### config.mk
export PLATFORM = sky130hd
export DESIGN_NAME = pdrm_cmd_queue
export DESIGN_NICKNAME = d
export VERILOG_FILES = /design/src/hdl/pairwise_descriptor_ring_mesh_unit_macros.svh /design/src/hdl/pdrm_pkg.sv /design/src/hdl/pdrm_cmd_queue.sv
export SDC_FILE = /design/constraint.sdc
export NUM_CORES = 1
export LEC_CHECK = 0
export CORE_AREA = 2 2 138 100
export CTS_CLUSTER_SIZE = 28
export DETAILED_ROUTE_END_ITERATION = 7
export DIE_AREA = 0 0 140 102
export DONT_BUFFER_PORTS = 1
export PLACE_DENSITY = 0.66
export RECOVER_POWER = 100
export SLEW_MARGIN = 20
export SYNTH_ARGS = -nofsm -noshare
export SYNTH_HDL_FRONTEND = slang
export SYNTH_SLANG_ARGS = --single-unit
### constraint.sdc
create_clock -name clk_i -period 6.8 [get_ports clk_i]
set_input_delay 1.36 -clock clk_i [delete_from_list [all_inputs] [get_ports clk_i]]
set_output_delay 1.36 -clock clk_i [all_outputs]
set_load 0.05 [all_outputs]
### src/hdl/pairwise_descriptor_ring_mesh_unit_macros.svh
// assertion macros for the ring mesh top module
`ifndef PAIRWISE_DESCRIPTOR_RING_MESH_UNIT_MACROS_SVH
`define PAIRWISE_DESCRIPTOR_RING_MESH_UNIT_MACROS_SVH

// property checked on every rising clock edge outside reset
`define PDRM_ASSERT(lbl, clk, rst_n, prop, msg) \
  lbl: assert property (@(posedge clk) disable iff (!rst_n) prop) else $error(msg);

// antecedent in one cycle, consequent in the next
`define PDRM_ASSERT_NEXT(lbl, clk, rst_n, ante, cons, msg) \
  lbl: assert property (@(posedge clk) disable iff (!rst_n) (ante) |=> (cons)) \
    else $error(msg);

`endif

### src/hdl/pdrm_pkg.sv
`default_nettype none

package pdrm_pkg;

  // mesh size
  localparam int PROCS = 4;
  localparam int DEPTH = 16;

  localparam int PROC_W = $clog2(PROCS);
  localparam int PCNT_W = $clog2(PROCS + 1);
  localparam int IDX_W  = $clog2(DEPTH);
  localparam int SIZE_W = $clog2(DEPTH + 1);
  localparam int RING_W = 2 * PROC_W;
  localparam int RINGS  = PROCS * PROCS;
  localparam int ADDR_W = RING_W + IDX_W;
  localparam int WORDS  = RINGS * DEPTH;

  // register and field widths
  localparam int AP_W   = 3;
  localparam int RE_W   = 5;
  localparam int CFG_W  = 5;
  localparam int DESC_W = 64;
  localparam int STAT_W = 3;

  // command queue
  localparam int QUEUE_DEPTH = 2;
  localparam int QPTR_W      = $clog2(QUEUE_DEPTH);
  localparam int QCNT_W      = $clog2(QUEUE_DEPTH + 1);

  typedef logic [PROC_W-1:0] proc_t;
  typedef logic [PCNT_W-1:0] pcnt_t;
  typedef logic [IDX_W-1:0]  idx_t;
  typedef logic [SIZE_W-1:0] size_t;
  typedef logic [RING_W-1:0] ring_t;
  typedef logic [ADDR_W-1:0] addr_t;
  typedef logic [DESC_W-1:0] desc_t;

  typedef enum logic [0:0] {
    CFG_ACTIVE_PROCS = 1'b0,
    CFG_RING_ENTRIES = 1'b1
  } cfg_idx_e;

  typedef enum logic [STAT_W-1:0] {
    ST_ACCEPTED   = 3'd0,
    ST_FULL       = 3'd1,
    ST_BAD_TARGET = 3'd2,
    ST_DELIVERED  = 3'd3,
    ST_NOTHING    = 3'd4
  } status_e;

  typedef enum logic [1:0] {
    CMD_ENQ   = 2'd0,
    CMD_BAD   = 2'd1,
    CMD_DRAIN = 2'd2,
    CMD_NONE  = 2'd3
  } cmd_kind_e;

  typedef enum logic [0:0] {
    OP_ENQUEUE = 1'b0,
    OP_DRAIN   = 1'b1
  } opcode_e;

  typedef struct packed {
    logic             we;
    cfg_idx_e         idx;
    logic [CFG_W-1:0] data;
  } cfg_wr_t;

  typedef struct packed {
    cmd_kind_e kind;
    proc_t     req;
    proc_t     tgt;
    pcnt_t     procs;
    desc_t     desc;
  } cmd_t;

  typedef struct packed {
    status_e status;
    desc_t   desc;
    proc_t   from;
    logic    last;
  } res_t;

  // next slot of a ring, wrapping at the ring size
  function automatic idx_t advance(idx_t i, size_t size);
    size_t n;
    n = size_t'(i) + size_t'(1);
    return (n >= size) ? idx_t'(0) : n[IDX_W-1:0];
  endfunction

endpackage

`default_nettype wire

### src/hdl/pdrm_cmd_queue.sv
`default_nettype none

module pdrm_cmd_queue (
  input  wire             clk_i,
  input  wire             rst_ni,
  input  wire             push_valid_i,
  output logic            push_stall_o,
  input  pdrm_pkg::cmd_t  push_data_i,
  output logic            pop_valid_o,
  input  wire             pop_i,
  output pdrm_pkg::cmd_t  pop_data_o
);

  pdrm_pkg::cmd_t                 slots_q [pdrm_pkg::QUEUE_DEPTH];
  logic [pdrm_pkg::QPTR_W-1:0]    wr_q, rd_q;
  logic [pdrm_pkg::QCNT_W-1:0]    cnt_q;
  logic                           push, pop;

  assign push_stall_o = (cnt_q == pdrm_pkg::QCNT_W'(pdrm_pkg::QUEUE_DEPTH));
  assign pop_valid_o  = (cnt_q != '0);
  assign pop_data_o   = slots_q[rd_q];
  assign push         = push_valid_i && !push_stall_o;
  assign pop          = pop_i && pop_valid_o;

  // pointers and fill count
  always_ff @(posedge clk_i or negedge rst_ni) begin
    if (!rst_ni) begin
      wr_q  <= '0;
      rd_q  <= '0;
      cnt_q <= '0;
    end else begin
      if (push) begin
        wr_q <= (wr_q == pdrm_pkg::QPTR_W'(pdrm_pkg::QUEUE_DEPTH - 1)) ? '0 :
                wr_q + pdrm_pkg::QPTR_W'(1);
      end
      if (pop) begin
        rd_q <= (rd_q == pdrm_pkg::QPTR_W'(pdrm_pkg::QUEUE_DEPTH - 1)) ? '0 :
                rd_q + pdrm_pkg::QPTR_W'(1);
      end
      if (push && !pop) begin
        cnt_q <= cnt_q + pdrm_pkg::QCNT_W'(1);
      end else if (pop && !push) begin
        cnt_q <= cnt_q - pdrm_pkg::QCNT_W'(1);
      end
    end
  end

  // slot storage
  always_ff @(posedge clk_i) begin
    if (push) begin
      slots_q[wr_q] <= push_data_i;
    end
  end

endmodule

`default_nettype wire

* Word level (Yosys, flattened, before mapping)
Memories as Yosys holds them, arrays and structs flattened.
Index checks and enable logic that the tools add are counted.
** Cells by class
- Add/sub/neg operators :: 4
- Equal/unequal tests :: 1
- Mux-type cells :: 6
- Reductions and logical operators :: 9
** Operator list (number)
- $logic_and 1x1->1 :: 4
- $mux 1 :: 4
- $mux 2 :: 2
- $reduce_bool 2->1 :: 2
- $logic_not 1->1 :: 3
- $add 1x1->1 const B :: 2
- $add 2x1->2 const B :: 1
- $eq 2x2->1 const B :: 1
- $sub 2x1->2 const B :: 1
** Word-level totals
- Input bits :: 77
- Memory bits (writable) :: 146
- Memories :: 1
- Flip-flop bits (word level) :: 4
** Memory list
- slots_q :: depth 2, bits a word 73, rd ports 1, clocked after Yosys merged registers in 0, wr ports 1, line pdrm_cmd_queue.sv:14 : pdrm_pkg::cmd_t slots_q [pdrm_pkg::QUEUE_DEPTH];

* Depth between registers and ports, before layout
Gate-level depths: netlist (run 1).
- Depth after elaboration :: 7
- Gate-level depth with buffers :: 7
- Gate-level depth less buffers :: 7

* Worst setup path after synthesis (run 1)
Ideal clock, no wire load.
- Path type :: in2reg
- Start point :: in push_valid_i
- End point :: mem slots_q[0][0] in the netlist's numbering (enable)
- Path slack :: 1.800 ns
- Required time :: 6.296 ns
- Library setup time :: 0.504 ns
- Arrival :: 4.496 ns
- Path buffers :: 0
- Stages :: 2
- Cell sequence :: nand2_1 -> nor2_1
** Between the ends
- Cells in the longest elaborated chain, start to end :: 3
** RTL lines
- start, declared :: line pdrm_cmd_queue.sv:6 : input wire push_valid_i,
- $logic_and 1x1->1 :: line pdrm_cmd_queue.sv:22 : assign push = push_valid_i && !push_stall_o;
- $mux 1 :: line pdrm_cmd_queue.sv:50 : if (push) begin
- $mux 1 (not written as such) :: line pdrm_cmd_queue.sv:51 : slots_q[wr_q] <= push_data_i;
- end, declared :: line pdrm_cmd_queue.sv:14
Every way passes these cells.

==> impl_metrics.toml, run 1 <==
[outcome]
status = "finished, violations left"
violations = "design-rule violations, max-capacitance violations, max-slew violations"

[sta]
maxSlewViolCount = 187
period_minus_slack_ns = 4.83
tns_ns = 0
slew_headroom = -1.74
fmax_mhz = 207
tightest_slew_ns = 4.11
finalSetupViolations = 0
fin_ws_ns = 1.97
finClkSkew_ns = 0.00766
final_hold_viol_count = 0
fin_crit_sh = 0.711
rsz0062_at_grt = "false"

[routing]
drcViolationCount = 11
drt-pass1-iter-count = 8
vias_per_cell = 5.03
routedWlPerCell_um = 20.4
detail_route.wirelength_um = 8920
antenna_left = 0
drtIter0Drc = 109
num_vias = 2202

[global_route]
grt_pass1_wl_um = 12600
antenna_found_initial = 0
overflow = 0
track_usage = 0.121
grt_max_degree = 74
grt_pass1_vias = 2315

[run]
max_cap_violations = 3

[die]
coreArea_um2 = 12900
io-pin-count = 152
die_area_um2 = 14300
die_y_um = 102
die_w_um = 140
rows = 35
initial_core_util = 0.442

[placement]
port_buffers = 0
gp_congestion = 0.629
pre_cts_ws_ns = 3.31
dp_hpwl_um = 5550

[clocking]
clock_sinks = 150
clk_pin_slew_ns = 0.06
htree_levels = 4
ctsResizeCount = 0
clock_latency_ns = 0.40
holdBufCountCts = 0
clk_path_buf_depth = 2
cts_tree = "yes"
cts_setup_buffers = 0
root_buffer = "clkbuf_16"
cts_buffers = 17

[final_layout]
antenna_cells = 0
final_util = 0.485
syn2layout_area_growth_pct = 9.63
nNetsFinal = 337
final_common_cell = "edfxtp_1"
layout.cells.most_common_list = "146 x edfxtp_1, 70 x mux2_1, 17 x clkbuf_16"
fillers = 1074
drive_gt1_frac = 0.136

[synth]
yosysSeqAreaShare = 0.785
yosysUniqueCellTypes = 15
syn_avg_cell_area_um2 = 23.2
synth_nets = 324
ys_ff_latch = 150
ys.warnings.count = 0
synth_area_um2 = 5720
synthCells = 246

[critical_path]
cp_max_fo = 38
crit_arrival_ns = 3.47
required_ns = 5.44
critPathLaunchType = "flop"
crit_path_end_kind = "output pin"
crit_type = "flop to output pin"

[min_path]
hold_class = "flop to flop"
[final cells by class]
type                    count  area [µm²]  share of cell area
multi-input cells          86         933               0.149
clock inverters            14         195              0.0312
flip-flops and latches    150        4480               0.716
clock buffers              18         429              0.0685
repair buffers              2        8.76             0.00140
well taps                 166         208              0.0331
inverters                   2        7.51             0.00120
[registers in the layout (all words and copies together), names as in the netlist]
register  count
wr_q          1
slots_q     146
rd_q          1
cnt_q         2
[routing by layer]
layer | GRT usage | vias up | routed length (µm)
met5 | 0 | - | 0
met2 | 0.188 | 113 | 4050
met1 | 0.130 | 1083 | 3520
li1 | - | 995 | -
met4 | 0.0583 | 0 | 97
met3 | 0.0820 | 11 | 1250
[cell usage after synthesis]
master | count | area share
or2b_2 | 1 | 0.0015
buf_6 | 7 | 0.014
dfrtp_1 | 4 | 0.018
nor2_1 | 2 | 0.0013
buf_2 | 1 | 0.00087
and3_1 | 1 | 0.0011
xor2_1 | 2 | 0.0031
ha_1 | 1 | 0.0022
inv_1 | 2 | 0.0013
mux2_4 | 60 | 0.16
edfxtp_1 | 146 | 0.77
xnor2_1 | 3 | 0.0046
nand2_1 | 2 | 0.0013
or2_2 | 1 | 0.0011
mux2_2 | 13 | 0.026
[cell families after synthesis]
logic type               Yosys count  share of synthesized area
XOR/XNOR                           5                    0.00766
multiplexers                      73                      0.183
adder cells (fa/ha/maj)            1                    0.00219
flip-flops                       150                      0.785
AND/OR/NAND/NOR                    7                    0.00635
buffers and inverters             10                     0.0160
[stage by stage]
stage	cells	hold WS (ns)	area, µm²
2_1_floorplan	246	0.447	5720
3_3_place_gp	406	0.463	5870
3_5_place_dp	406	0.471	5870
4_1_cts	438	0.493	6490
5_1_grt	438	0.516	6270
6_report	438	0.486	6270
[critical path: stages, from the launching register on]
cell and delay, ns:
dfrtp_1 1.51, clkbuf_2 0.93, mux2_1 0.61
[path summary, 6_finish.rpt]
kind / to / cells after the start / start / slack (ns)
worst max-delay path: pop_data_o[37] / 2 / rd_q$_DFFE_PN0P_ / 1.97
worst min-delay path: cnt_q[1]$_DFFE_PN0P_ / 1 / cnt_q[1]$_DFFE_PN0P_ / 0.49
worst max register to register: slots_q[0][22]$_DFFE_PP_ / 4 / cnt_q[1]$_DFFE_PN0P_ / 2.57
worst min register to register: cnt_q[1]$_DFFE_PN0P_ / 1 / cnt_q[1]$_DFFE_PN0P_ / 0.49
max in group asynchronous: cnt_q[0]$_DFFE_PN0P_ / 0 / rst_ni / 6.09
min in group asynchronous: rd_q$_DFFE_PN0P_ / 0 / rst_ni / 0.65
Power of run 1 is left out: the tool's default activity adds up to more than one toggle a clock period on the data nets, which glitch-free logic cannot reach.
==> inputs of run 2 (changes only) <==
- ABC_AREA: unset -> 1
- CORE_AREA: 2 2 138 100 -> 2 2 136 98
- DIE_AREA: 0 0 140 102 -> 0 0 138 100
- clock period: 6.8 -> 4.64 ns (I/O delays scaled with it)
==> run 2 against run 1 <==
The run ends with max-capacitance violations, max-slew violations left; register-to-register slack worse by 1.2 ns; critical path depth increased by 2; non-clock buffer count grew 4; global-route usage grew 3.5 points; critical path type unchanged; largest cell class unchanged.
==> impl_metrics.toml, run 2 <==
[sta]
fmax_mhz = 275
rsz0062_at_grt = "false"
finClkSkew_ns = 0.00857
finalSetupViolations = 0
final_hold_viol_count = 0
tightest_slew_ns = 1.76
slew_headroom = -0.173
fin_crit_sh = 0.783
tns_ns = 0
period_minus_slack_ns = 3.63
maxSlewViolCount = 60

[clocking]
cts_tree = "yes"
cts_buffers = 17
clk_path_buf_depth = 2
root_buffer = "clkbuf_16"
holdBufCountCts = 0
clk_pin_slew_ns = 0.06
htree_levels = 4
clock_latency_ns = 0.41
cts_setup_buffers = 0
clock_sinks = 150
ctsResizeCount = 0

[critical_path]
critPathLaunchType = "flop"
cp_max_fo = 56
crit_path_end_kind = "output pin"
required_ns = 3.71
r2r_start = "cnt_q[1]$_DFFE_PN0P_"
crit_arrival_ns = 2.70
crit_start = "rd_q$_DFFE_PN0P_"
crit_type = "flop to output pin"

[final_layout]
drive_gt1_frac = 0.0759
final_util = 0.495
largest_register_ffs = 146
final_common_cell = "nand2_1"
layout.cells.most_common_list = "230 x nand2_1, 146 x edfxtp_1, 17 x clkbuf_16"
syn2layout_area_growth_pct = 13.6
nNetsFinal = 500
reg_top3 = "slots_q (146), cnt_q (2)"
top_register = "slots_q"
antenna_cells = 0

[synth]
synth_compound_area_frac = 0.000904
synth_ff_type = "edfxtp_1"
syn_avg_cell_area_um2 = 13.4
synthAdderAreaFrac = 0.00226
synth_largest_area_cell = "edfxtp_1"
synth_xor_area_frac = 0.00158
yosysUniqueCellTypes = 14
yosys.area_share.simple = 0.161
synth_mux_area_frac = 0
synthCells = 413
yosysSeqAreaShare = 0.810
post-synth-top-count-cell = "nand2_1"
postSynth.asyncResetShare = 0.0267
synth_top_family_by_area = "simple AND/OR/NAND/NOR gates"
synth_commonest_cells = "230 x nand2_1, 146 x edfxtp_1, 8 x buf_2, 7 x buf_4, 7 x inv_1"
synth_nets = 491
netlist.area_leader.share = 0.792
synth_edf_count = 146
synth_area_leaders = "edfxtp_1 79%, nand2_1 16%, dfrtp_1 1.8%"
synth_area_um2 = 5540
ys_ff_latch = 150
ys.warnings.count = 0

[outcome]
violations = "max-capacitance violations, max-slew violations"
status = "finished, violations left"

[die]
coreArea_um2 = 12700
io-pin-count = 152
rows = 35
die_y_um = 100
initial_core_util = 0.436
die_w_um = 138
die_area_um2 = 13800

[routing]
routedWlPerCell_um = 17.1
drt-pass1-iter-count = 4
drcViolationCount = 0
detail_route.wirelength_um = 10300
num_vias = 2969
vias_per_cell = 4.94
drtIter0Drc = 156
antenna_left = 0

[run]
max_cap_violations = 2

[placement]
port_buffers = 0
dp_hpwl_um = 6410
gp_congestion = 0.743

[global_route]
grt_max_degree = 75
grt_pass1_wl_um = 16000
antenna_found_initial = 0
overflow = 0
track_usage = 0.156
grt_pass1_vias = 3007

[min_path]
hold_class = "primary input to asynchronous set/reset pin"
run 2: metal layers:
layer / track usage / vias to the layer above / wire length [µm]
met1: 0.187 / 1396 / 4200
met2: 0.234 / 158 / 4680
met5: 0 / - / 0
met3: 0.0935 / 12 / 1300
met4: 0.0597 / 0 / 104
li1: - / 1403 / -
run 2: area by class of cell:
| cell class | count | area [µm²] |
|---|---|---|
| multi-input combinational | 239 | 917 |
| sequential | 150 | 4490 |
| tap | 166 | 208 |
| clock inverter | 15 | 178 |
| inverter | 8 | 30.0 |
| clock buffer | 17 | 425 |
| fill | 1074 | 6410 |
| timing repair buffer | 6 | 42.5 |
run 2: worst max-delay path: stages, from the launching register on:
cell and delay (ns):
dfrtp_2 0.41, inv_2 0.70, clkbuf_1 0.63, nand2_1 0.13, nand2_1 0.40
run 2: logic make-up after synthesis:
kind of cell,Yosys count
simple gates,236
flops,150
buf+inv,24
compound gates,1
xor+xnor,1
fa+ha+maj,1
run 2: final timing paths:
check	endpoint	cells past startpoint	slack, ns
min in group clk_i	wr_q$_DFFE_PN0N_	2	0.48
setup reg to reg	slots_q[0][31]$_DFFE_PP_	6	1.34
hold reg to reg	wr_q$_DFFE_PN0N_	2	0.48
setup / recovery	pop_data_o[48]	4	1.01
hold / removal	cnt_q[0]$_DFFE_PN0P_	0	0.22
max in group asynchronous	rd_q$_DFFE_PN0P_	0	4.35
run 2: through the flow:
stage          worst slack, ns  instance area [µm²]  hold WS (ns)  instances
6_report                  1.01                 6290         0.216        601
5_1_grt                  0.774                 6290         0.183        601
4_1_cts                   1.26                 6300         0.193        600
3_5_place_dp              1.70                 5700         0.467        568
3_3_place_gp              1.80                 5700         0.454        568
2_1_floorplan           0.0557                 5540         0.442        413
Power of run 2 is left out for the same reason.
