[src/hdl/pairwise_descriptor_ring_mesh_unit_macros.svh]
// assertion macros for the ring mesh top module
`ifndef PAIRWISE_DESCRIPTOR_RING_MESH_UNIT_MACROS_SVH
`define PAIRWISE_DESCRIPTOR_RING_MESH_UNIT_MACROS_SVH

// property checked on every rising clock edge outside reset
`define PDRM_ASSERT(lbl, clk, rst_n, prop, msg) \
  lbl: assert property (@(posedge clk) disable iff (!rst_n) prop) else $error(msg);

// antecedent in one cycle, consequent in the next
`define PDRM_ASSERT_NEXT(lbl, clk, rst_n, ante, cons, msg) \
  lbl: assert property (@(posedge clk) disable iff (!rst_n) (ante) |=> (cons)) \
    else $error(msg);

`endif

[src/hdl/pdrm_pkg.sv]
`default_nettype none

package pdrm_pkg;

  // mesh size
  localparam int PROCS = 4;
  localparam int DEPTH = 16;

  localparam int PROC_W = $clog2(PROCS);
  localparam int PCNT_W = $clog2(PROCS + 1);
  localparam int IDX_W  = $clog2(DEPTH);
  localparam int SIZE_W = $clog2(DEPTH + 1);
  localparam int RING_W = 2 * PROC_W;
  localparam int RINGS  = PROCS * PROCS;
  localparam int ADDR_W = RING_W + IDX_W;
  localparam int WORDS  = RINGS * DEPTH;

  // register and field widths
  localparam int AP_W   = 3;
  localparam int RE_W   = 5;
  localparam int CFG_W  = 5;
  localparam int DESC_W = 64;
  localparam int STAT_W = 3;

  // command queue
  localparam int QUEUE_DEPTH = 2;
  localparam int QPTR_W      = $clog2(QUEUE_DEPTH);
  localparam int QCNT_W      = $clog2(QUEUE_DEPTH + 1);

  typedef logic [PROC_W-1:0] proc_t;
  typedef logic [PCNT_W-1:0] pcnt_t;
  typedef logic [IDX_W-1:0]  idx_t;
  typedef logic [SIZE_W-1:0] size_t;
  typedef logic [RING_W-1:0] ring_t;
  typedef logic [ADDR_W-1:0] addr_t;
  typedef logic [DESC_W-1:0] desc_t;

  typedef enum logic [0:0] {
    CFG_ACTIVE_PROCS = 1'b0,
    CFG_RING_ENTRIES = 1'b1
  } cfg_idx_e;

  typedef enum logic [STAT_W-1:0] {
    ST_ACCEPTED   = 3'd0,
    ST_FULL       = 3'd1,
    ST_BAD_TARGET = 3'd2,
    ST_DELIVERED  = 3'd3,
    ST_NOTHING    = 3'd4
  } status_e;

  typedef enum logic [1:0] {
    CMD_ENQ   = 2'd0,
    CMD_BAD   = 2'd1,
    CMD_DRAIN = 2'd2,
    CMD_NONE  = 2'd3
  } cmd_kind_e;

  typedef enum logic [0:0] {
    OP_ENQUEUE = 1'b0,
    OP_DRAIN   = 1'b1
  } opcode_e;

  typedef struct packed {
    logic             we;
    cfg_idx_e         idx;
    logic [CFG_W-1:0] data;
  } cfg_wr_t;

  typedef struct packed {
    cmd_kind_e kind;
    proc_t     req;
    proc_t     tgt;
    pcnt_t     procs;
    desc_t     desc;
  } cmd_t;

  typedef struct packed {
    status_e status;
    desc_t   desc;
    proc_t   from;
    logic    last;
  } res_t;

  // next slot of a ring, wrapping at the ring size
  function automatic idx_t advance(idx_t i, size_t size);
    size_t n;
    n = size_t'(i) + size_t'(1);
    return (n >= size) ? idx_t'(0) : n[IDX_W-1:0];
  endfunction

endpackage

`default_nettype wire

[src/hdl/pdrm_front.sv]
`default_nettype none

module pdrm_front (
  input  wire              clk_i,
  input  wire              rst_ni,
  input  pdrm_pkg::cfg_wr_t cfg_i,
  input  wire              in_valid_i,
  input  wire              in_opcode_i,
  input  pdrm_pkg::proc_t  in_requester_i,
  input  pdrm_pkg::proc_t  in_target_i,
  input  pdrm_pkg::desc_t  in_descriptor_i,
  output pdrm_pkg::cmd_t   cmd_o
);

  pdrm_pkg::pcnt_t             procs_q, procs_d;
  logic [pdrm_pkg::AP_W-1:0]   raw;
  logic                        bad;

  // saturate active_procs into [2, PROCS]
  always_comb begin
    raw     = cfg_i.data[pdrm_pkg::AP_W-1:0];
    procs_d = procs_q;
    if (cfg_i.we && cfg_i.idx == pdrm_pkg::CFG_ACTIVE_PROCS) begin
      if (raw < pdrm_pkg::AP_W'(2)) begin
        procs_d = pdrm_pkg::pcnt_t'(2);
      end else if (raw > pdrm_pkg::AP_W'(pdrm_pkg::PROCS)) begin
        procs_d = pdrm_pkg::pcnt_t'(pdrm_pkg::PROCS);
      end else begin
        procs_d = raw[pdrm_pkg::PCNT_W-1:0];
      end
    end
  end

  always_ff @(posedge clk_i or negedge rst_ni) begin
    if (!rst_ni) begin
      procs_q <= pdrm_pkg::pcnt_t'(pdrm_pkg::PROCS);
    end else begin
      procs_q <= procs_d;
    end
  end

  // classify the incoming word
  always_comb begin
    bad = (in_target_i == in_requester_i) ||
          (pdrm_pkg::pcnt_t'(in_target_i) >= procs_q) ||
          (pdrm_pkg::pcnt_t'(in_requester_i) >= procs_q);
    cmd_o.req   = in_requester_i;
    cmd_o.tgt   = in_target_i;
    cmd_o.procs = procs_q;
    cmd_o.desc  = in_descriptor_i;
    if (in_opcode_i == pdrm_pkg::OP_ENQUEUE) begin
      cmd_o.kind = bad ? pdrm_pkg::CMD_BAD : pdrm_pkg::CMD_ENQ;
    end else if (pdrm_pkg::pcnt_t'(in_requester_i) >= procs_q) begin
      cmd_o.kind = pdrm_pkg::CMD_NONE;
    end else begin
      cmd_o.kind = pdrm_pkg::CMD_DRAIN;
    end
    // a word with no valid classifies to nothing of use
    if (!in_valid_i) begin
      cmd_o.kind = pdrm_pkg::CMD_NONE;
    end
  end

endmodule

`default_nettype wire

[config.mk]
export PLATFORM = sky130hd
export DESIGN_NAME = pdrm_front
export DESIGN_NICKNAME = d
export VERILOG_FILES = /design/src/hdl/pairwise_descriptor_ring_mesh_unit_macros.svh /design/src/hdl/pdrm_pkg.sv /design/src/hdl/pdrm_front.sv
export SDC_FILE = /design/constraint.sdc
export NUM_CORES = 1
export LEC_CHECK = 0
export ABC_AREA = 1
export BUFFER_PORTS_ARGS = -buffer_cell sky130_fd_sc_hd__buf_4
export CELL_PAD_IN_SITES_DETAIL_PLACEMENT = 1
export CELL_PAD_IN_SITES_GLOBAL_PLACEMENT = 1
export CORE_UTILIZATION = 15
export CTS_CLUSTER_SIZE = 10
export DETAILED_ROUTE_END_ITERATION = 8
export PLACE_DENSITY = 0.84
export SYNTH_ARGS = -nofsm -noshare
export SYNTH_HDL_FRONTEND = slang
export SYNTH_SLANG_ARGS = --single-unit
[constraint.sdc]
create_clock -name clk_i -period 3.07 [get_ports clk_i]
set_input_delay 0.307 -clock clk_i [delete_from_list [all_inputs] [get_ports clk_i]]
set_output_delay 0.307 -clock clk_i [all_outputs]
set_load 0.02 [all_outputs]
# --- After elaboration in Yosys (flattened, before gate mapping) ---
# Index checks and enable logic that the tools add are counted.
word_totals:
  regBits: 3
  inputBits: 79
  output_inout_bits: 73
classes:
  order_cmp: 4
  n_eq_ne: 1
  n_mux: 6
  bitwise: 1
  n_reduce_logical: 3
ops:
  columns: ["op", "n"]
  rows:
  - [">= comparator 2 x 3 -> 1 bit", 2]
  - ["two-way mux 3 bit", 2]
  - ["two-way mux 2 bit", 2]
  - ["greater-than comparator 3 bit, second input constant", 1]
  - ["< comparator 3 x 2 -> 1 bit, second input constant", 1]
  - ["== test 2 bit", 1]
  - ["logical OR 1 bit", 2]
  - ["two-way mux 1 bit", 2]
  - ["logical AND 1 bit", 1]
  - ["NOT 1 bit", 1]

# --- Depth between registers and ports, before layout ---
# Gate-level depths: netlist of the first run.
depth:
  ltp_word: 6
  ltp_mapped: 10
  depth_no_buf: 10

# --- Worst setup path after synthesis of the first run ---
# Ideal clock, no wire load.
synth_path:
  path_kind: "register to output"
  startpoint: "reg procs_q[0]"
  endpoint: "out cmd_o[71] (netlist bit)"
  arrival_ps: 1196
  required_ps: 2763
  path_slack_ps: 1567
  stages_incl_launch_ff: 6
  n_path_buf: 0
  cell_sequence: "dfrtp_1 ha_1 o21ai_2 nand2_1 a21oi_1 nand2_1"
synth_rtl:
  columns: ["element", "line_no", "source"]
  rows:
  - ["start: declaration", "pdrm_front.sv:15", "pdrm_pkg::pcnt_t procs_q, procs_d;"]
  - ["start signal: assignment", "pdrm_front.sv:36", "procs_q <= pdrm_pkg::pcnt_t'(pdrm_pkg::PROCS);"]
  - ["start signal: assignment", "pdrm_front.sv:38", "procs_q <= procs_d;"]
  - ["end: declaration", "pdrm_front.sv:12", "output pdrm_pkg::cmd_t cmd_o"]

==> results of run 1 <==
## power groups by stage
stage          clock, mW  sequential (mW)  combinational, mW
2_1_floorplan          0           0.0543              0.160
3_3_place_gp           0           0.0499             0.0759
3_5_place_dp           0           0.0497             0.0780
4_1_cts            0.117           0.0493             0.0793
5_1_grt            0.119           0.0496             0.0857
6_report           0.114           0.0488             0.0766
## critical path: cells and delay by family (launching register included)
kind | cells | cell delay, ns
fa+ha+maj | 1 | 0.30
compound gates | 2 | 0.25
simple gates | 2 | 0.12
buf+inv | 1 | 0.15
flops | 1 | 0.41
## kinds of logic (layout without fill, tap and decap cells)
| group | count (synthesis) | in the layout | synth area share, % |
|---|---|---|---|
| AOI/OAI and AO/OA | 6 | 6 | 4.60 |
| xor gates and xnor gates | 2 | 2 | 2.22 |
| adders and majority gates | 4 | 4 | 6.34 |
| buffers and inverters | 79 | 37 | 69.9 |
| DFF | 3 | 3 | 9.67 |
| and+or+nand+nor | 13 | 13 | 7.29 |
## Yosys cell counts, drive strengths merged
cell type / count / area share (%)
buf: 68 / 65
inv: 11 / 5.2
nand2: 11 / 5.2
ha: 4 / 6.3
o21ai: 4 / 3.0
dfrtp: 2 / 6.3
xnor2: 2 / 2.2
a21oi: 1 / 0.63
dfstp: 1 / 3.3
nand3: 1 / 0.63
nor2: 1 / 1.4
o21a: 1 / 0.95
## area by class of cell
cell class	instances	share of cell area (%)
inverters	11	7.13
clock buffers	4	7.78
multi-input cells	25	27.9
well taps	70	15.1
flip-flops and latches	3	13.2
repair buffers	22	28.9
## metrics by stage
| stage | util (%) | setup WS (ns) | instances | total power, mW |
|---|---|---|---|---|
| floorplan | - | 1.57 | 107 | 0.214 |
| global placement | 10.3 | 1.50 | 130 | 0.126 |
| detailed placement | 10.3 | 1.48 | 130 | 0.128 |
| CTS | 11.4 | 1.28 | 135 | 0.246 |
| global route | 11.4 | 1.21 | 135 | 0.255 |
| finish | 11.4 | 1.32 | 135 | 0.239 |
## worst min-delay path by stage
stage	startpoint	to	slack [ns]
4_1_cts	cfg_i[2]	procs_q[0]	0.28
3_5_place_dp	rst_ni	procs_q[1]	0.10
3_3_place_gp	rst_ni	procs_q[1]	0.1
6_report	cfg_i[2]	procs_q[0]	0.28
2_1_floorplan	rst_ni	procs_q[0]	0.01
5_1_grt	cfg_i[2]	procs_q[0]	0.29
## per-layer routing
metal  GRT usage (%)  wire [um]  up-vias  part of all wire [%]
li1                -          -      169                     -
met1            3.56        410      190                    32
met2            7.41        658       41                    51
met3            2.71        178       12                    14
met4            4.19         45        0                   3.5
met5               0          0        -                     0
==> reports/qor.csv, run 1 <==
stage,metric,value,unit
sta,period_needed,1.75,ns
finish,seq_area,76.3,um^2
finish,largest_reg_flops,3,
finish,fillerInstances,635,
global_routing,antenna_found_initial,0,
critical_path,cp-startpoint,procs_q[0],
sta,slew_violations,0,
critical_path,r2r_setup_slack,2.25,ns
sta,hold_viol,0,
drt,via_per_inst,3.05,
finish,layout.nets,149,
finish,layout_commonest_cell,buf_4,
sta,hold_ws,0.280,ns
sta,finalSetupViolCount,0,
drt,drt-initial-drc-count,6,
sta,setup_tns,0,ns
finish,reg_top3,procs_q: 3 flops,
sta,fmax,0.570,GHz
cts,cts_tree,built,
critical_path,required,2.76,ns
global_routing,grt_pass1_wl,1770,um
critical_path,reg2reg_to,procs_q[2],
finish,mostFrequentLayoutCells,"21 x buf_4, 11 x inv_1, 11 x nand2_1",
critical_path,critical-path-max-stage-delay,0.41,ns
power,p_int,0.171,mW
placed_design,hpwl,1100,um
drt,ant_nets,0,
synth,syn_area,790,um^2
synth,yosysSeqAreaShare,9.67,%
critical_path,worstSetupEndpoint,cmd_o[71],
power,switching_power,0.0686,mW
critical_path,crit_top_cell,nand2_1,
power,leakagePower,0.289,nW
synth,ys_ff_latch,3,
synth,synth.distinct_cells,14,
cts,post_cts_buffers,0,
power,combPwrFrac,32.0,%
cts,cts_root_buf,clkbuf_8,
finish,final_area,579,um^2
critical_path,cp-end-kind,output port,
power,ir_drop,0.000166,V
sta,worst_pin_slew,0.134,ns
cts,ctsHtreeMaxLevel,1,
drt,num_vias,412,
finish,syn_to_final_growth,-26.6,%
floorplanning,die_w,74.6,um
synth,ys.warnings.count,0,
placed_design,place.gp.congestion,0.672,
cts,cts_buffers,3,
floorplanning,die_h,74.6,um
placed_design,port_buffers,21,
power,powerDensity,413,nW/um^2
global_routing,overflow,0,
sta,rsz0062_at_grt,no,
critical_path,slowest_stage,dfrtp_1,
critical_path,cp.arrival,1.45,ns
critical_path,crit_path_start_kind,flop,
finish,drive_above_1_share,41.5,%
synth,synth_area_per_cell,7.38,um^2
worst_hold_path,holdPathStages,2,
critical_path,crit_chain,ha_1 > o21ai_2 > nand2_1 > a21oi_1 > nand2_1 > buf_4,
cts,clock_path_buffers,2,
drt,drt-pass1-iter-count,3,
cts,cts_resized,0,
job,maxCapViolations,0,
floorplanning,rows,26,
floorplanning,start_util,15.6,%
power,p_sw_share,28.7,%
worst_hold_path,hp-class,in2reg,
global_routing,grt_max_degree,5,
floorplanning,ios,152,
critical_path,rr_startpoint,procs_q[2],
status,status,completed,
cts,clk_pin_slew,0.03,ns
sta,fin_crit_sh,57.1,%
drt,wirelength,1290,um
placed_design,placed_cell_area,524,um^2
drt,drc,0,
floorplanning,core_area,5070,um^2
global_routing,grt.total_usage,4.44,%
synth,synthesis.nets,190,
sta,skew,0,ns
synth,synthCells,107,
finish,diodes,0,
global_routing,first_global_vias,406,
critical_path,critPathKind,reg2out,
critical_path,ff2ff_path_depth,2,
cts,cts_hold_buf,1,
drt,wire_per_inst,9.57,um
critical_path,path_max_fanout,4,
floorplanning,dieArea,5560,um^2
power,power.clock.fraction,47.6,%
finish,regMostFlops,procs_q,
cts,cts_sinks,3,
power,seqPwrFrac,20.4,%
cts,clk_latency,0.21,ns
finish,multi_input_area,161,um^2
sta,maxSlewHeadroom,91.0,%
Note: power is estimated with default switching activity, not from simulation.
==> run 2: changes to the inputs <==
--- a/config.mk
+++ b/config.mk
@@ -5,14 +5,14 @@
 export SDC_FILE = /design/constraint.sdc
 export NUM_CORES = 1
 export LEC_CHECK = 0
-export ABC_AREA = 1
+export ABC_AREA = 0
 export BUFFER_PORTS_ARGS = -buffer_cell sky130_fd_sc_hd__buf_4
 export CELL_PAD_IN_SITES_DETAIL_PLACEMENT = 1
 export CELL_PAD_IN_SITES_GLOBAL_PLACEMENT = 1
-export CORE_UTILIZATION = 15
+export CORE_UTILIZATION = 14
 export CTS_CLUSTER_SIZE = 10
 export DETAILED_ROUTE_END_ITERATION = 8
-export PLACE_DENSITY = 0.84
+export PLACE_DENSITY = 0.79
 export SYNTH_ARGS = -nofsm -noshare
 export SYNTH_HDL_FRONTEND = slang
 export SYNTH_SLANG_ARGS = --single-unit
==> constraint.sdc (replaced) <==
create_clock -name clk_i -period 1.75 [get_ports clk_i]
set_input_delay 0.175 -clock clk_i [delete_from_list [all_inputs] [get_ports clk_i]]
set_output_delay 0.175 -clock clk_i [all_outputs]
set_load 0.02 [all_outputs]
==> run 2 against run 1 <==
Net effect: the flow now finishes with violations (negative setup slack); critical path depth down 1; combinational power is 76% higher; count of clock-buffer cells in the layout unchanged; critical endpoint unchanged; non-clock buffer count grew 3; area after synthesis shrank 2.1%.
==> reports/qor.csv, run 2 <==
stage,metric,value,unit,change
status,violations,negative setup slack,,
floorplanning,rows,26,,unchanged
job,maxCapViolations,0,,unchanged
sta,layout_setup_ws,-0.209,ns,-1.53 ns
critical_path,critPathKind,reg2out,,
global_routing,first_global_vias,380,,-6.4%
synth,synth.distinct_cells,15,,+1
power,switching_power,0.116,mW,+69%
critical_path,reg2reg_to,procs_q[1],,
sta,fmax,0.510,GHz,
synth,synthCells,94,,-12%
cts,ctsHtreeMaxLevel,1,,unchanged
critical_path,cp-end-kind,output port,,
cts,clk_pin_slew,0.03,ns,about the same
cts,clock_path_buffers,2,,unchanged
synth,synth_most_common_cell,buf_4,,
sta,finalSetupViolCount,1,,+1
cts,cts_root_buf,clkbuf_8,,
synth,yosysTopAreaCell,buf_4,,
synth,ys_ff_latch,3,,unchanged
finish,fin_cells,125,,-7.4%
critical_path,path_max_fanout,2,,-2
drt,drc,0,,unchanged
power,p_int,0.308,mW,+81%
finish,mostFrequentLayoutCells,"24 x buf_4, 4 x ha_1",,
critical_path,cp.arrival,1.78,ns,+0.33 ns
synth,synth.area.top_cells,"buf_4 66%, dfrtp_1 6.5%, ha_1 6.5%",,
synth,synthFlopType,dfrtp_1,,
synth,synth_area_per_cell,8.23,um^2,+11%
finish,fin_util,11.3,%,-0.17 points
floorplanning,ios,152,,unchanged
worst_hold_path,hp-start,cfg_i[2],,
critical_path,ff2ff_path_depth,3,,+1
placed_design,hpwl,1070,um,-3.2%
critical_path,rr_startpoint,procs_q[1],,
worst_hold_path,hp-class,in2reg,,
critical_path,crit_chain,ha_1 > or3b_1 > a221oi_2 > o221ai_2 > buf_4,,
power,p_sw_share,27.4,%,-1.3 points
status,status,"complete, but fails checks",,
floorplanning,start_util,14.9,%,-0.70 points
worst_hold_path,min_to,procs_q[1],,
synth,yosysSeqAreaShare,9.87,%,+0.20 points
power,combPwrFrac,31.9,%,about the same
cts,post_cts_buffers,0,,unchanged
sta,maxSlewHeadroom,86.2,%,-4.8 points
floorplanning,die_h,76.3,um,+2.4%
drt,ant_nets,0,,unchanged
drt,drt-pass1-iter-count,2,,-1
floorplanning,core_area,5200,um^2,+2.6%
sta,worst_pin_slew,0.208,ns,+0.0739 ns
synth,syn_area,773,um^2,-2.1%
critical_path,slowest_stage,dfrtp_1,,
cts,cts_sinks,3,,unchanged
critical_path,crit_path_start_kind,flop,,
placed_design,place.gp.congestion,0.575,,-14%
cts,cts_buffers,3,,unchanged
sta,slew_violations,0,,unchanged
placed_design,port_buffers,21,,unchanged
sta,skew,0,ns,unchanged
sta,hold_viol,0,,unchanged
power,powerDensity,724,nW/um^2,+75%
critical_path,required,1.57,ns,-1.19 ns
drt,wirelength,1280,um,-0.70%
power,power.clock.fraction,47.1,%,-0.5 points
placed_design,placed_cell_area,531,um^2,+1.2%
placed_design,place_inst,120,,-7.7%
floorplanning,dieArea,5820,um^2,+4.8%
drt,wire_per_inst,10.3,um,+7.2%
synth,yosys-top-cells-count,"68 x buf_4, 4 x ha_1, 3 x inv_1, 3 x nand2_1, 3 x nand2b_1",,
drt,drt-initial-drc-count,8,,+2
drt,num_vias,369,,-10%
synth,synth_edf_count,0,,unchanged
cts,cts_tree,built,,
global_routing,grt_use_met1,4.02,%,+0.46 points
finish,regMostFlops,procs_q,,
sta,rsz0062_at_grt,yes,,
sta,fin_crit_sh,112,%,
global_routing,grt_pass1_wl,1890,um,+6.6%
power,leakagePower,0.263,nW,-9.1%
finish,largest_reg_flops,3,,unchanged
worst_hold_path,holdPathStages,2,,unchanged
drt,via_per_inst,2.95,,-3.3%
synth,synthesis.nets,177,,-6.8%
cts,clk_latency,0.21,ns,about the same
synth,ys.warnings.count,0,,unchanged
finish,layout.nets,139,,-6.7%
global_routing,met2_usage,5.59,%,-1.8 points
finish,fillerInstances,634,,-0.16%
finish,final_area,586,um^2,+1.1%
finish,diodes,0,,unchanged
critical_path,r2r_setup_slack,0.97,ns,-1.28 ns
finish,syn_to_final_growth,-24.3,%,
finish,layout_commonest_cell,buf_4,,
finish,reg_top3,procs_q: 3 flops,,
global_routing,top_usage_layer,met4,,
finish,drive_above_1_share,56.4,%,+15 points
sta,period_needed,1.96,ns,
power,seqPwrFrac,21.0,%,+0.6 points
global_routing,grt_max_degree,6,,+1
synth,synth_top_area_share,66.0,%,+1.4 points
synth,async_flop_share,100,%,unchanged
power,ir_drop,0.000354,V,+110%
critical_path,critical-path-max-stage-delay,0.38,ns,-0.03 ns
floorplanning,die_w,76.3,um,+2.4%
global_routing,grt.total_usage,4.46,%,+0.019 points
global_routing,antenna_found_initial,0,,unchanged
global_routing,overflow,0,,unchanged
global_routing,met3_usage,1.56,%,-1.2 points
[run 2: per-layer routing]
layer  up-vias  wire (um)
li1        150          -
met1       161        435
met2        32        536
met3        26        172
met4         0        139
met5         -          0
[run 2: layout make-up]
class                   count  area (um^2)  share of cell area (%)
flip-flops and latches      3         76.3                    13.0
inverters                   3         11.3                    1.92
clock buffers               4         45.0                    7.69
well taps                  70         87.6                    15.0
multi-input cells          20          175                    29.9
repair buffers             25          190                    32.5
[run 2: repair_timing]
action,4_1_cts,5_1_grt
endpoints found under the setup margin,1,1
resized for setup,0,0
hold buffers,1,0
hold endpoints to repair,3,0
[run 2: worst max path at each step]
stage               cells past startpoint         to  slack (ns)  startpoint
finish                                  5  cmd_o[71]       -0.21  procs_q[0]
global placement                        5  cmd_o[71]       0.002  procs_q[0]
detailed placement                      5  cmd_o[71]      -0.001  procs_q[0]
global route                            5  cmd_o[71]       -0.27  procs_q[0]
floorplan                               4  cmd_o[71]       0.007  procs_q[0]
CTS                                     5  cmd_o[71]       -0.23  procs_q[0]
[run 2: kinds of logic after synthesis]
logic type	count (synthesis)	synth area share [%]
buf+inv	71	67.5
mux	1	1.46
compound gates	5	6.47
flops	3	9.87
xor+xnor	2	2.27
fa+ha+maj	4	6.47
simple gates	8	5.99
[run 2: per-stage QoR]
step                hold WS, ns  power, mW  TNS [ns]  setup WS (ns)
floorplan                -0.121      0.371         0        0.00727
finish                    0.184      0.424    -0.209         -0.209
global route              0.208      0.449    -0.274         -0.274
CTS                       0.187      0.434    -0.229         -0.229
detailed placement      -0.0310      0.226  -0.00136       -0.00136
global placement        -0.0331      0.223         0        0.00197
[run 2: worst max-delay path: cells and delay by family, from the launching register on]
family	cells	cell delay [ns]
buf+inv	1	0.16
simple gates	1	0.38
fa+ha+maj	1	0.26
compound gates	2	0.38
flops	1	0.38
[run 2: power groups by stage]
stage | combinational [mW] | sequential [mW] | clock, mW
2_1_floorplan | 0.274 | 0.0979 | 0
3_3_place_gp | 0.135 | 0.0885 | 0
3_5_place_dp | 0.137 | 0.0894 | 0
4_1_cts | 0.140 | 0.0888 | 0.205
5_1_grt | 0.149 | 0.0898 | 0.210
6_report | 0.135 | 0.0890 | 0.200
